$ cat config.mk
export PLATFORM = sky130hd
export DESIGN_NAME = nearest_center_assign_top_flat
export DESIGN_NICKNAME = d
export VERILOG_FILES = /design/src/rtl/nca_pkg.sv /design/src/rtl/nca_channels.sv /design/src/rtl/nca_ram.sv /design/src/rtl/nca_seq.sv /design/src/rtl/nca_dist.sv /design/src/rtl/nearest_center_assign_top.sv /design/src/flat_wrapper.sv
export VERILOG_INCLUDE_DIRS = /design/src /design/src/rtl
export SDC_FILE = /design/constraint.sdc
export NUM_CORES = 2
export LEC_CHECK = 0
export BUFFER_PORTS_ARGS = -buffer_cell sky130_fd_sc_hd__buf_2
export CAP_MARGIN = 10
export CORE_UTILIZATION = 29
export CTS_CLUSTER_DIAMETER = 30
export DETAILED_ROUTE_END_ITERATION = 16
export GPL_ROUTABILITY_DRIVEN = 0
export PLACE_DENSITY = 0.52
export RECOVER_POWER = 50
export SLEW_MARGIN = 20
export SYNTH_ARGS = -nofsm -noshare
export SYNTH_HDL_FRONTEND = slang
export SYNTH_SLANG_ARGS = --single-unit
$ cat constraint.sdc
create_clock -name i_clk -period 11.6 [get_ports i_clk]
set_input_delay 1.16 -clock i_clk [delete_from_list [all_inputs] [get_ports i_clk]]
set_output_delay 1.16 -clock i_clk [all_outputs]
set_load 0.01 [all_outputs]
$ cat src/rtl/nearest_center_assign_top_assert.svh
// Assertion macros shared by the nearest-center assign RTL.
// Included by the sequencer and the top level; no other dependencies.
`ifndef NEAREST_CENTER_ASSIGN_TOP_ASSERT_SVH
`define NEAREST_CENTER_ASSIGN_TOP_ASSERT_SVH
`ifndef SYNTHESIS
// clocked check, disabled while reset is active
`define NCA_ASSERT(label, clk, rst_n, prop, msg) \
    label: assert property (@(posedge clk) disable iff (!rst_n) prop) else $error(msg);
// clocked check that also holds during reset
`define NCA_ASSERT_ALWAYS(label, clk, prop, msg) \
    label: assert property (@(posedge clk) prop) else $error(msg);
`else
`define NCA_ASSERT(label, clk, rst_n, prop, msg)
`define NCA_ASSERT_ALWAYS(label, clk, prop, msg)
`endif
`endif

$ cat src/rtl/nca_pkg.sv
`timescale 1ns / 1ps
// Package for the nearest-center assign block: field widths, codes, types.
// No dependencies; used by every other file of the block but the RAM and the assertion header.
package nca_pkg;

    // fixed field widths
    localparam int COORD_W    = 16;
    localparam int CIDX_W     = 4;
    localparam int DIDX_W     = 2;
    localparam int IDX_W      = 4;
    localparam int DIST_W     = 36;
    localparam int SQ_W       = 32;
    localparam int CENT_CFG_W = 5;
    localparam int DIMS_CFG_W = 3;
    localparam int CFG_IDX_W  = 1;
    localparam int CFG_DATA_W = 8;

    localparam logic [DIST_W-1:0]     DIST_MAX      = {DIST_W{1'b1}};
    localparam logic [CENT_CFG_W-1:0] CENTERS_RESET = 5'd16;
    localparam logic [DIMS_CFG_W-1:0] DIMS_RESET    = 3'd2;

    // item mode codes
    localparam logic MODE_CENTER = 1'b0;
    localparam logic MODE_POINT  = 1'b1;

    typedef logic signed [COORD_W-1:0] t_coord;

    // configuration register indexes
    typedef enum logic [CFG_IDX_W-1:0] {
        CFG_CENTERS = 1'b0,
        CFG_DIMS    = 1'b1
    } t_cfg_reg;

    // sequencer states
    typedef enum logic [1:0] {
        S_IDLE,
        S_RUN,
        S_DRAIN,
        S_LOAD
    } t_state;

    // per-step control that travels with each center-store read
    typedef struct packed {
        logic             vld;
        logic             first_dim;
        logic             last_dim;
        logic             first_ctr;
        logic             last_ctr;
        logic [IDX_W-1:0] ctr;
    } t_step_ctl;

endpackage

$ cat src/rtl/nca_channels.sv
`timescale 1ns / 1ps
// Valid/ready channel interfaces: point/center items, results, config writes.
// Depends on nca_pkg for field widths.
interface nca_pt_if;
    logic                             valid;
    logic                             ready;
    logic                             mode;
    logic [nca_pkg::CIDX_W-1:0]       center_index;
    logic [nca_pkg::DIDX_W-1:0]       dim_index;
    logic signed [nca_pkg::COORD_W-1:0] coord_value;

    modport source (output valid, mode, center_index, dim_index, coord_value, input ready);
    modport sink   (input valid, mode, center_index, dim_index, coord_value, output ready);
endinterface

interface nca_res_if;
    logic                        valid;
    logic                        ready;
    logic [nca_pkg::IDX_W-1:0]   nearest_index;
    logic [nca_pkg::DIST_W-1:0]  squared_distance;

    modport source (output valid, nearest_index, squared_distance, input ready);
    modport sink   (input valid, nearest_index, squared_distance, output ready);
endinterface

interface nca_cfg_if;
    logic                            valid;
    logic                            ready;
    logic [nca_pkg::CFG_IDX_W-1:0]   index;
    logic [nca_pkg::CFG_DATA_W-1:0]  data;

    modport source (output valid, index, data, input ready);
    modport sink   (input valid, index, data, output ready);
endinterface

$ cat src/rtl/nca_ram.sv
`timescale 1ns / 1ps
// Generic simple dual-port RAM: one write port, one read port, registered read.
// No dependencies.
module nca_ram #(
    parameter int WIDTH = 16,
    parameter int DEPTH = 64,
    localparam int AW   = (DEPTH > 1) ? $clog2(DEPTH) : 1
) (
    input  logic             i_clk,
    input  logic             i_we,
    input  logic [AW-1:0]    i_waddr,
    input  logic [WIDTH-1:0] i_wdata,
    input  logic [AW-1:0]    i_raddr,
    output logic [WIDTH-1:0] o_rdata
);

    logic [WIDTH-1:0] r_mem [DEPTH];
    logic [WIDTH-1:0] r_rdata;

    always_ff @(posedge i_clk) begin
        if (i_we) begin
            r_mem[i_waddr] <= i_wdata;
        end
        r_rdata <= r_mem[i_raddr];
    end

    assign o_rdata = r_rdata;

endmodule

$ cat src/rtl/nca_seq.sv
`timescale 1ns / 1ps
// Sequencer: walks every (center, dimension) pair of the search, one per cycle.
// Depends on nca_pkg and the assertion macro header.
`include "nearest_center_assign_top_assert.svh"
module nca_seq #(
    parameter int NUM_CENTERS = 16,
    parameter int MAX_DIMS    = 4,
    localparam int AW  = (NUM_CENTERS * MAX_DIMS > 1) ? $clog2(NUM_CENTERS * MAX_DIMS) : 1,
    localparam int CIW = (NUM_CENTERS > 1) ? $clog2(NUM_CENTERS) : 1
) (
    input  logic                                i_clk,
    input  logic                                i_rst_n,
    input  logic                                i_start,
    input  logic [nca_pkg::CENT_CFG_W-1:0]      i_eff_centers,
    input  logic [nca_pkg::DIMS_CFG_W-1:0]      i_eff_dims,
    input  logic                                i_done,
    input  logic                                i_out_free,
    output logic                                o_idle,
    output logic                                o_load,
    output nca_pkg::t_step_ctl                  o_ctl,
    output logic [AW-1:0]                       o_raddr,
    output logic [nca_pkg::DIMS_CFG_W-1:0]      o_dim
);

    nca_pkg::t_state               r_state, n_state;
    logic [CIW-1:0]                r_ctr, n_ctr;
    logic [nca_pkg::DIMS_CFG_W-1:0] r_dim, n_dim;
    logic [AW-1:0]                 r_base, n_base;
    logic                          last_dim;
    logic                          last_ctr;

    // state and counters
    always_ff @(posedge i_clk) begin
        if (!i_rst_n) begin
            r_state <= nca_pkg::S_IDLE;
            r_ctr   <= '0;
            r_dim   <= '0;
            r_base  <= '0;
        end else begin
            r_state <= n_state;
            r_ctr   <= n_ctr;
            r_dim   <= n_dim;
            r_base  <= n_base;
        end
    end

    assign last_dim = (r_dim == i_eff_dims - 3'd1);
    assign last_ctr = (32'(r_ctr) == 32'(i_eff_centers) - 32'd1);

    // next state and step control
    always_comb begin
        n_state = r_state;
        n_ctr   = r_ctr;
        n_dim   = r_dim;
        n_base  = r_base;
        o_load  = 1'b0;
        o_ctl   = '0;
        case (r_state)
            nca_pkg::S_IDLE: begin
                if (i_start) begin
                    n_state = nca_pkg::S_RUN;
                    n_ctr   = '0;
                    n_dim   = '0;
                    n_base  = '0;
                end
            end
            nca_pkg::S_RUN: begin
                o_ctl.vld       = 1'b1;
                o_ctl.first_dim = (r_dim == '0);
                o_ctl.last_dim  = last_dim;
                o_ctl.first_ctr = (r_ctr == '0);
                o_ctl.last_ctr  = last_ctr;
                o_ctl.ctr       = nca_pkg::IDX_W'(r_ctr);
                if (last_dim) begin
                    n_dim = '0;
                    if (last_ctr) begin
                        n_state = nca_pkg::S_DRAIN;
                    end else begin
                        n_ctr  = r_ctr + 1'b1;
                        n_base = r_base + AW'(MAX_DIMS);
                    end
                end else begin
                    n_dim = r_dim + 3'd1;
                end
            end
            nca_pkg::S_DRAIN: begin
                if (i_done) begin
                    n_state = nca_pkg::S_LOAD;
                end
            end
            nca_pkg::S_LOAD: begin
                if (i_out_free) begin
                    o_load  = 1'b1;
                    n_state = nca_pkg::S_IDLE;
                end
            end
            default: begin
                n_state = nca_pkg::S_IDLE;
            end
        endcase
    end

    assign o_raddr = r_base + AW'(r_dim);
    assign o_dim   = r_dim;
    assign o_idle  = (r_state == nca_pkg::S_IDLE);

    // the arithmetic pipeline finishes only after the last read was issued
    `NCA_ASSERT(a_done_in_drain, i_clk, i_rst_n, i_done |-> (r_state == nca_pkg::S_DRAIN), "search finished outside drain state")
    `NCA_ASSERT_ALWAYS(a_reset_to_idle, i_clk, !i_rst_n |=> (r_state == nca_pkg::S_IDLE), "sequencer not idle after reset")

endmodule

$ cat src/rtl/nca_dist.sv
`timescale 1ns / 1ps
// Shared distance unit: subtract, square, accumulate per dimension, then
// keep the running minimum over centers. Depends on nca_pkg.
module nca_dist #(
    parameter int MAX_DIMS = 4
) (
    input  logic                           i_clk,
    input  logic                           i_rst_n,
    input  nca_pkg::t_step_ctl             i_ctl,
    input  nca_pkg::t_coord                i_pt_coord,
    input  logic [nca_pkg::COORD_W-1:0]    i_ctr_coord,
    output logic                           o_done,
    output logic [nca_pkg::IDX_W-1:0]      o_best_idx,
    output logic [nca_pkg::DIST_W-1:0]     o_best_dist
);

    localparam int SUM_W = nca_pkg::SQ_W + $clog2(MAX_DIMS + 1);
    localparam int ACC_W = (SUM_W > nca_pkg::DIST_W) ? SUM_W : nca_pkg::DIST_W;

    nca_pkg::t_step_ctl                r_ctl1, r_ctl2;
    nca_pkg::t_coord                   r_pt1;
    logic signed [nca_pkg::COORD_W:0]  diff;
    logic signed [2*nca_pkg::COORD_W+1:0] prod;
    logic [nca_pkg::SQ_W-1:0]          r_sq;
    logic [ACC_W-1:0]                  r_acc;
    logic [ACC_W-1:0]                  acc_sum;
    logic [nca_pkg::DIST_W-1:0]        cand;
    logic                              take;
    logic [nca_pkg::DIST_W-1:0]        r_best;
    logic [nca_pkg::IDX_W-1:0]         r_best_idx;
    logic                              r_done;

    // stage 1 lines the point coordinate up with the registered RAM read;
    // stage 2 squares the difference
    assign diff = {r_pt1[nca_pkg::COORD_W-1], r_pt1}
                - {i_ctr_coord[nca_pkg::COORD_W-1], i_ctr_coord};
    assign prod = diff * diff;

    always_ff @(posedge i_clk) begin
        if (!i_rst_n) begin
            r_ctl1 <= '0;
            r_ctl2 <= '0;
        end else begin
            r_ctl1 <= i_ctl;
            r_ctl2 <= r_ctl1;
        end
    end

    always_ff @(posedge i_clk) begin
        r_pt1 <= i_pt_coord;
        r_sq  <= prod[nca_pkg::SQ_W-1:0];
    end

    // stage 3: accumulate, saturate, compare against the best so far
    assign acc_sum = (r_ctl2.first_dim ? '0 : r_acc) + ACC_W'(r_sq);
    assign cand    = (acc_sum > ACC_W'(nca_pkg::DIST_MAX)) ? nca_pkg::DIST_MAX
                                                           : nca_pkg::DIST_W'(acc_sum);
    assign take    = r_ctl2.vld && r_ctl2.last_dim && (r_ctl2.first_ctr || (cand < r_best));

    always_ff @(posedge i_clk) begin
        if (r_ctl2.vld) begin
            r_acc <= acc_sum;
        end
        if (take) begin
            r_best     <= cand;
            r_best_idx <= r_ctl2.ctr;
        end
    end

    always_ff @(posedge i_clk) begin
        if (!i_rst_n) begin
            r_done <= 1'b0;
        end else begin
            r_done <= r_ctl2.vld && r_ctl2.last_dim && r_ctl2.last_ctr;
        end
    end

    assign o_done      = r_done;
    assign o_best_idx  = r_best_idx;
    assign o_best_dist = r_best;

endmodule

$ cat src/rtl/nearest_center_assign_top.sv
`timescale 1ns / 1ps
// Top level of the nearest-center assign block: config registers, point
// buffer, center store, sequencer, distance unit, result register.
// Depends on nca_pkg, nca_channels, nca_ram, nca_seq, nca_dist, assert header.
//
//   channel  | dir | handshake    | payload
//   i_pt     | in  | valid/ready  | mode, center_index, dim_index, coord_value
//   o_res    | out | valid/ready  | nearest_index, squared_distance
//   i_cfg    | in  | valid/ready  | index, data
//
// A center write or a point coordinate that does not close the point is only
// stored. The coordinate that closes a point starts a search: one distance
// unit reads the center store once per (center, dimension) pair through its
// single read port.
// i_pt.ready is low during a search and while its result waits to load.
// A stalled result holds in the output register; the config port is always ready.
// Reset is synchronous, active low; the center store needs no clearing.
`include "nearest_center_assign_top_assert.svh"
module nearest_center_assign_top #(
    parameter int NUM_CENTERS = 16,
    parameter int MAX_DIMS    = 4
) (
    input  logic       i_clk,
    input  logic       i_rst_n,
    nca_pt_if.sink     i_pt,
    nca_res_if.source  o_res,
    nca_cfg_if.sink    i_cfg
);

    localparam int DEPTH = NUM_CENTERS * MAX_DIMS;
    localparam int AW    = (DEPTH > 1) ? $clog2(DEPTH) : 1;
    localparam int PB_D  = (MAX_DIMS < 4) ? MAX_DIMS : 4;
    localparam int PB_IW = (PB_D > 1) ? $clog2(PB_D) : 1;

    logic [nca_pkg::CENT_CFG_W-1:0] r_centers;
    logic [nca_pkg::DIMS_CFG_W-1:0] r_dims;
    logic [nca_pkg::CENT_CFG_W-1:0] eff_centers;
    logic [nca_pkg::DIMS_CFG_W-1:0] eff_dims;

    logic                           in_acc;
    logic                           dim_ok;
    logic                           ctr_we;
    logic                           pt_we;
    logic                           seq_start;
    logic [AW-1:0]                  waddr;

    nca_pkg::t_coord                r_pbuf [PB_D];

    logic                           seq_idle;
    logic                           seq_load;
    nca_pkg::t_step_ctl             seq_ctl;
    logic [AW-1:0]                  seq_raddr;
    logic [nca_pkg::DIMS_CFG_W-1:0] seq_dim;
    logic [nca_pkg::COORD_W-1:0]    ram_rdata;

    logic                           dist_done;
    logic [nca_pkg::IDX_W-1:0]      best_idx;
    logic [nca_pkg::DIST_W-1:0]     best_dist;

    logic                           out_free;
    logic                           r_out_valid;
    logic [nca_pkg::IDX_W-1:0]      r_out_idx;
    logic [nca_pkg::DIST_W-1:0]     r_out_dist;

    // configuration registers
    assign i_cfg.ready = 1'b1;

    always_ff @(posedge i_clk) begin
        if (!i_rst_n) begin
            r_centers <= nca_pkg::CENTERS_RESET;
            r_dims    <= nca_pkg::DIMS_RESET;
        end else if (i_cfg.valid) begin
            case (nca_pkg::t_cfg_reg'(i_cfg.index))
                nca_pkg::CFG_CENTERS: r_centers <= i_cfg.data[nca_pkg::CENT_CFG_W-1:0];
                nca_pkg::CFG_DIMS:    r_dims    <= i_cfg.data[nca_pkg::DIMS_CFG_W-1:0];
                default: begin
                end
            endcase
        end
    end

    // zero acts as one, large values clamp to the built size
    always_comb begin
        if (r_centers == '0) begin
            eff_centers = 5'd1;
        end else if (32'(r_centers) > NUM_CENTERS) begin
            eff_centers = nca_pkg::CENT_CFG_W'(NUM_CENTERS);
        end else begin
            eff_centers = r_centers;
        end
        if (r_dims == '0) begin
            eff_dims = 3'd1;
        end else if (32'(r_dims) > MAX_DIMS) begin
            eff_dims = nca_pkg::DIMS_CFG_W'(MAX_DIMS);
        end else begin
            eff_dims = r_dims;
        end
    end

    // input item decode
    assign i_pt.ready = seq_idle;
    assign in_acc     = i_pt.valid && i_pt.ready;
    assign dim_ok     = nca_pkg::DIMS_CFG_W'(i_pt.dim_index) < eff_dims;
    assign ctr_we     = in_acc && (i_pt.mode == nca_pkg::MODE_CENTER) && dim_ok
                     && (32'(i_pt.center_index) < NUM_CENTERS);
    assign pt_we      = in_acc && (i_pt.mode == nca_pkg::MODE_POINT) && dim_ok;
    assign seq_start  = pt_we && (nca_pkg::DIMS_CFG_W'(i_pt.dim_index) == eff_dims - 3'd1);
    assign waddr      = AW'(32'(i_pt.center_index) * MAX_DIMS + 32'(i_pt.dim_index));

    // point buffer
    always_ff @(posedge i_clk) begin
        if (pt_we) begin
            r_pbuf[i_pt.dim_index[PB_IW-1:0]] <= i_pt.coord_value;
        end
    end

    // center store
    nca_ram #(
        .WIDTH (nca_pkg::COORD_W),
        .DEPTH (DEPTH)
    ) u_store (
        .i_clk   (i_clk),
        .i_we    (ctr_we),
        .i_waddr (waddr),
        .i_wdata (i_pt.coord_value),
        .i_raddr (seq_raddr),
        .o_rdata (ram_rdata)
    );

    nca_seq #(
        .NUM_CENTERS (NUM_CENTERS),
        .MAX_DIMS    (MAX_DIMS)
    ) u_seq (
        .i_clk         (i_clk),
        .i_rst_n       (i_rst_n),
        .i_start       (seq_start),
        .i_eff_centers (eff_centers),
        .i_eff_dims    (eff_dims),
        .i_done        (dist_done),
        .i_out_free    (out_free),
        .o_idle        (seq_idle),
        .o_load        (seq_load),
        .o_ctl         (seq_ctl),
        .o_raddr       (seq_raddr),
        .o_dim         (seq_dim)
    );

    nca_dist #(
        .MAX_DIMS (MAX_DIMS)
    ) u_dist (
        .i_clk       (i_clk),
        .i_rst_n     (i_rst_n),
        .i_ctl       (seq_ctl),
        .i_pt_coord  (r_pbuf[seq_dim[PB_IW-1:0]]),
        .i_ctr_coord (ram_rdata),
        .o_done      (dist_done),
        .o_best_idx  (best_idx),
        .o_best_dist (best_dist)
    );

    // result register
    assign out_free = !r_out_valid || o_res.ready;

    always_ff @(posedge i_clk) begin
        if (!i_rst_n) begin
            r_out_valid <= 1'b0;
        end else if (seq_load) begin
            r_out_valid <= 1'b1;
        end else if (o_res.ready) begin
            r_out_valid <= 1'b0;
        end
    end

    always_ff @(posedge i_clk) begin
        if (seq_load) begin
            r_out_idx  <= best_idx;
            r_out_dist <= best_dist;
        end
    end

    assign o_res.valid            = r_out_valid;
    assign o_res.nearest_index    = r_out_idx;
    assign o_res.squared_distance = r_out_dist;

    // a pending result is never overwritten, and a closing coordinate starts a search
    `NCA_ASSERT(a_load_when_free, i_clk, i_rst_n, seq_load |-> (!r_out_valid || o_res.ready), "result register overwritten")
    `NCA_ASSERT(a_start_leaves_idle, i_clk, i_rst_n, seq_start |=> !seq_idle, "closing coordinate did not start a search")

endmodule

$ cat src/flat_wrapper.sv
// flat-port wrapper written by rule: the top's interface ports become plain ports
module nearest_center_assign_top_flat 
#(
    parameter int NUM_CENTERS = 16,
    parameter int MAX_DIMS    = 4
)
  (i_clk, i_rst_n, i_pt_valid, i_pt_mode, i_pt_center_index, i_pt_dim_index, i_pt_coord_value, i_pt_ready, o_res_valid, o_res_nearest_index, o_res_squared_distance, o_res_ready, i_cfg_valid, i_cfg_index, i_cfg_data, i_cfg_ready);
  nca_pt_if i_pt_i ();
  nca_res_if o_res_i ();
  nca_cfg_if i_cfg_i ();
  input  logic i_clk;
  input  logic i_rst_n;
  input wire logic [$bits(i_pt_i.valid)-1:0] i_pt_valid;
  input wire logic [$bits(i_pt_i.mode)-1:0] i_pt_mode;
  input wire logic [$bits(i_pt_i.center_index)-1:0] i_pt_center_index;
  input wire logic [$bits(i_pt_i.dim_index)-1:0] i_pt_dim_index;
  input wire logic [$bits(i_pt_i.coord_value)-1:0] i_pt_coord_value;
  output wire logic [$bits(i_pt_i.ready)-1:0] i_pt_ready;
  output wire logic [$bits(o_res_i.valid)-1:0] o_res_valid;
  output wire logic [$bits(o_res_i.nearest_index)-1:0] o_res_nearest_index;
  output wire logic [$bits(o_res_i.squared_distance)-1:0] o_res_squared_distance;
  input wire logic [$bits(o_res_i.ready)-1:0] o_res_ready;
  input wire logic [$bits(i_cfg_i.valid)-1:0] i_cfg_valid;
  input wire logic [$bits(i_cfg_i.index)-1:0] i_cfg_index;
  input wire logic [$bits(i_cfg_i.data)-1:0] i_cfg_data;
  output wire logic [$bits(i_cfg_i.ready)-1:0] i_cfg_ready;
  assign i_pt_i.valid = i_pt_valid;
  assign i_pt_i.mode = i_pt_mode;
  assign i_pt_i.center_index = i_pt_center_index;
  assign i_pt_i.dim_index = i_pt_dim_index;
  assign i_pt_i.coord_value = i_pt_coord_value;
  assign i_pt_ready = i_pt_i.ready;
  assign o_res_valid = o_res_i.valid;
  assign o_res_nearest_index = o_res_i.nearest_index;
  assign o_res_squared_distance = o_res_i.squared_distance;
  assign o_res_i.ready = o_res_ready;
  assign i_cfg_i.valid = i_cfg_valid;
  assign i_cfg_i.index = i_cfg_index;
  assign i_cfg_i.data = i_cfg_data;
  assign i_cfg_ready = i_cfg_i.ready;
  nearest_center_assign_top #(.NUM_CENTERS(NUM_CENTERS), .MAX_DIMS(MAX_DIMS)) u_core (.i_clk(i_clk), .i_rst_n(i_rst_n), .i_pt(i_pt_i), .o_res(o_res_i), .i_cfg(i_cfg_i));
endmodule
## Yosys cells after proc, flatten, opt, wreduce, memory -nomap -nowiden

Memory sizes are Yosys's and may differ from the RTL's. A register that Yosys moved wholly into a read port is not among the register bits.
Cells that the tools add are included.

| operators by class | value |
|---|---|
| $add $sub $neg | 9 |
| $mul | 1 |
| $lt $le $gt $ge | 5 |
| eq/ne operators | 12 |
| multiplexer cells | 32 |
| bitwise logic cells | 2 |
| reduce and logical (&&, ||, !) cells | 25 |

Operators by type and width:

| cell | count |
|---|---|
| $mux W36 | 2 |
| $add A36 B32 Y36 | 1 |
| $gt A36 B36 Y1 const B | 1 |
| $lt A36 B36 Y1 | 1 |
| $eq A4 B32 Y1 | 1 |
| $mul A17 B17 Y32 | 1 |
| $mux W6 | 3 |
| $sub A16 B16 Y17 | 1 |
| $mux W3 | 4 |
| $mux W4 | 3 |
| $pmux W6 S2 | 1 |
| $mux W2 | 5 |
| $mux W5 | 2 |
| $ne A2 B2 Y1 const B | 5 |
| $logic_and A1 B1 Y1 | 9 |
| $mux W9 | 1 |
| $mux W1 | 8 |
| $pmux W2 S4 | 1 |
| $pmux W4 S2 | 1 |
| $reduce_and A2 Y1 | 4 |
| $add A6 B2 Y6 | 1 |
| $add A6 B3 Y6 | 1 |
| $add A6 B3 Y6 const B | 1 |
| $logic_not A3 Y1 | 2 |
| 22 further kinds | 26 |

| word-level totals | value |
|---|---|
| flip-flop bits (word level) | 191 |
| RAM bits | 1,088 |
| output and inout bits | 43 |
| memories | 2 |

Memories:

| name | depth | width | read ports | clocked after Yosys merged registers in | write ports | RTL line | text |
|---|---|---|---|---|---|---|---|
| u_core.u_store.r_mem | 64 | 16 | 1 | 1 | 1 | nca_ram.sv:17 | `logic [WIDTH-1:0] r_mem [DEPTH];` |
| u_core.r_pbuf | 4 | 16 | 1 | 1 | 1 | nearest_center_assign_top.sv:47 | `nca_pkg::t_coord r_pbuf [PB_D];` |

## Longest topological paths before layout

| depth | value |
|---|---|
| depth after elaboration | 8 |
| mapped depth | 36 |

## Cells and area by module

Synthesis repeated with hierarchy kept, for this count alone.

| second synthesis, totals | value |
|---|---|
| cell total of the unflattened synthesis | 3,873 |
| area total of the unflattened synthesis | 62,080.8 µm² |

By module, submodules not included:

| module | times used | cells each | area an instance (µm²) | seq. area each (µm²) |
|---|---|---|---|---|
| nca_ram | 1 | 1,829 | 40,042.2 | 31,069.8 |
| nca_dist | 1 | 1,718 | 16,857.4 | 3,603.5 |
| nearest_center_assign_top | 1 | 191 | 4,082.7 | 3,303.2 |
| nca_seq | 1 | 135 | 1,098.6 | 260.2 |

## Worst setup path after synthesis

Ideal clock, no wire load.

| path | value |
|---|---|
| path kind | reg-to-reg |
| start | register u_core.u_dist.r_pt1[0] (read register of u_core.r_pbuf) |
| end | register u_core.u_dist.r_sq[31] (netlist name) |
| library setup time | 0.118 ns |
| data arrival time | 8.038 ns |
| data required time | 11.482 ns |
| path slack | 3.443 ns |
| cell stages (with the launch flop) | 36 |
| path through | dfxtp_1 inv_1 ha_1 fa_1 nor2b_1 o21ai_1 a21o_1 a21oi_1 a41oi_1 nor4b_2 o31ai_2 nand2_1 a31oi_2 buf_2 nor2_1 fa_1 fa_1 inv_1 fa_1 inv_1 fa_1 fa_1 inv_1 fa_1 inv_1 ha_1 a21o_1 a21o_1 a21oi_1 nor2b_1 nor2_1 o31ai_1 a221o_1 or4_4 nand3_2 xnor2_1 |

| on the way | value |
|---|---|
| word-level cells in the longest chain between the ends | 2 |

Ends and longest elaborated chain:

| element | RTL line | text |
|---|---|---|
| start: declaration | nca_dist.sv:21 | `nca_pkg::t_coord r_pt1;` |
| $sub A16 B16 Y17 | nca_dist.sv:36 | `- {i_ctr_coord[nca_pkg::COORD_W-1], i_ctr_coord};` |
| $mul A17 B17 Y32 | nca_dist.sv:37 | `assign prod = diff * diff;` |
| via u_core.u_dist.prod (one bit) | nca_dist.sv:23 | `logic signed [2*nca_pkg::COORD_W+1:0] prod;` |
| end signal: assignment | nca_dist.sv:51 | `r_sq <= prod[nca_pkg::SQ_W-1:0];` |
| end: declaration | nca_dist.sv:24 | `logic [nca_pkg::SQ_W-1:0] r_sq;` |

The timed path passes the listed nets, and every way through them passes these cells.
A chain may end at the register's enable or synchronous reset.

## Worst setup path after layout

| path | value |
|---|---|
| start | register u_core.u_store.r_rdata[1], in the netlist u_core.u_store.o_rdata[1] (read register of u_core.u_store.r_mem) |
| end | register u_core.u_dist.r_sq[31] (netlist name) |

| on the way | value |
|---|---|
| word-level cells in the longest chain between the ends | 2 |

Ends and longest elaborated chain:

| element | RTL line | text |
|---|---|---|
| start: declaration | nca_ram.sv:18 | `logic [WIDTH-1:0] r_rdata;` |
| $sub A16 B16 Y17 | nca_dist.sv:36 |  |
| $mul A17 B17 Y32 | nca_dist.sv:37 |  |
| via u_core.u_dist.prod (one bit) | nca_dist.sv:23 |  |

The timed path passes the listed nets, and every way through them passes these cells.

==> qor.yml <==
seq_area_frac_synth_pct: 62.7
htreeDepth: 4
start_kind: "flip-flop"
synth_top_cells_by_count: "edfxtp_1, inv_1, mux4_2, fa_1, nor2_1"
fmax_mhz: 109
syn_area_sq_um: 61000
ctsHoldBuffers: 0
slew_headroom_pct: -134
skew_ns: 0.0892
hold_viol: 0
timing.max_cap.violations: 20
grt_pass1_vias: 33118
cts_buffer_depth: 3
status: "finished, violations left"
cts_tree: "done"
yosysWarnings: 0
required_ns: 12.22
die_area_sq_um: 212000
netlist_top_cells_area: "edfxtp_1, mux4_2, fa_1, ha_1, dfxtp_1"
dieWidth_um: 461
yosysTopAreaCellShare_pct: 59.3
synth_compound_area_share_pct: 2.51
synth_xor_area_share_pct: 1.92
synth-main-ff-cell: "edfxtp_1"
die_h_um: 461
synth-async-reset-ratio_pct: 0
setup_viol: 0
cts-root-buf: "clkbuf_16"
postLayoutCoreUtil_pct: 35.4
timing.final.crit_share_pct: 79.1
grt_pass1_wl_um: 214000
syn_nets: 4030
violations: "max-capacitance violations, max-slew violations"
overflow: 0
grt_setup_unrepaired: "no"
fillers: 19682
slew_violations: 1265
dp_hpwl_um: 90400
slowest_delay_ns: 0.58
drive_above_1_share_pct: 23.4
yosys.area_share.adder_pct: 12.1
seq_area_sq_um: 38200
synth_top_area_cell: "edfxtp_1"
coreArea_sq_um: 208000
synth_cell_types: 81
tns_ns: 0
drtAntennaViolNets: 0
ys_ff_latch: 1308
numCtsBuffers: 235
synth_most_common_cell: "edfxtp_1"
path_max_fanout: 14
drc: 0
first_pass_iters: 5
pre_cts_slack_ns: 2.43
synthCells: 3559
cp.arrival_ns: 9.80
grt.total_usage_pct: 13.6
io_pins: 80
synthMuxAreaShare_pct: 13.1
path_class: "flip-flop to flip-flop"
end_kind: "flip-flop"
nets: 4325
cts_setup_buffers: 0
wire_per_inst_um: 20.8
antenna_found_initial: 24
r2r_slack_ns: 2.42
worst_pin_slew_ns: 3.50
area_growth_pct: 20.8
vias: 31090
synth_edf_count: 1204
fp-row-count: 167
path_clk_slew_ns: 0.05
fin_ws_ns: 2.42
clk_latency_ns: 0.84
cts_resized: 0
critPathBufInv: 6
hp-class: "flip-flop to flip-flop"
grt_max_degree: 85
multi_input_area_sq_um: 20700
port_buffers: 75
synth-simple-area-share_pct: 4.21
wl_um: 143000
synth_top_family_by_area: "multiplexers"
critical_path.top_delay_family: "adder cells"
via_per_inst: 4.53
slowest_stage: "inv_1"
avgSynthCellArea_sq_um: 17.1
clock-sinks: 1308
layout_min_cycle_time_ns: 9.18
start_util_pct: 29.3
drt_iter0_drc: 2548
per-layer routing:
layer	GRT usage, %	share of wire (%)
met1	18.1	44
met2	22.2	48
met3	2.96	5.6
met4	3.96	2.1
met5	0	0.048
per-stage QoR:
step | instance area [sq um] | hold slack (ns) | cells
final | 73600 | 0.400 | 6857
after global routing | 73600 | 0.413 | 6855
after CTS | 73700 | 0.401 | 6854
after detailed placement | 65300 | 0.389 | 6405
after global placement | 65300 | 0.391 | 6405
after floorplan | 61000 | 0.386 | 3559
final timing paths:
path | from | end | depth (start not counted)
worst max-delay path | u_core.u_store.o_rdata[1]$_DFF_P_ | u_core.u_dist.r_sq[31]$_DFF_P_ | 33
worst min-delay path | u_core.u_dist.r_ctl2[0]$_SDFF_PN0_ | u_core.u_dist.o_best_idx[0]$_DFFE_PP_ | 0
worst max register to register | u_core.u_store.o_rdata[1]$_DFF_P_ | u_core.u_dist.r_sq[31]$_DFF_P_ | 33
worst min register to register | u_core.u_dist.r_ctl2[0]$_SDFF_PN0_ | u_core.u_dist.o_best_idx[0]$_DFFE_PP_ | 0
kinds of logic (layout without fill, tap and decap cells):
kind of cell	Yosys count	count (layout)
AO/OA/AOI/OAI	233	233
XOR/XNOR	132	132
adder cells (fa/ha/maj)	434	434
buffers and inverters	547	1054
flip-flops	1308	1308
multiplexers	358	358
other	1	4
AND/OR/NAND/NOR	546	546
layout make-up:
cell class                 instances  share of cell area, %
sequential                      1308                   51.9
inverter                         415                   2.12
antenna                            3                 0.0102
clock buffer                     266                   8.26
multi-input combinational       1704                   28.2
tap                             2788                   4.74
clock inverter                   183                   3.18
timing repair buffer             190                   1.61
cells in the final DEF, fill, tap and decap left out, drive strengths merged, types with 7 or more instances in the layout:
cell type / count
ha: 174
o21ai: 34
clkinvlp: 26
o21a: 10
nand2b: 14
xnor2: 81
nor2: 221
buf: 167
dfxtp: 104
edfxtp: 1204
nand2: 124
mux4: 352
nor2b: 63
a21oi: 74
clkbuf: 289
nand4: 16
a31oi: 8
bufinv: 36
fa: 260
xor2: 51
inv: 438
clkinv: 98
and2: 14
o21bai: 7
nor3: 23
nand3: 30
a211oi: 11
a21o: 44
sequential cells by signal, summed over array words and instances (netlist names), 5 cells and up:
register                       count
u_core.o_res.squared_distance     36
u_core.r_centers                   5
u_core.r_pbuf                     64
u_core.u_dist.o_best_dist         36
u_core.u_dist.r_acc               36
u_core.u_dist.r_ctl1               9
u_core.u_dist.r_ctl2               9
u_core.u_dist.r_pt1               16
u_core.u_dist.r_sq                31
u_core.u_store.o_rdata            16
u_core.u_store.r_mem            1024
Power is not shown: default switching activity piles up to over one toggle a cycle in this logic, so the estimate is an artifact.
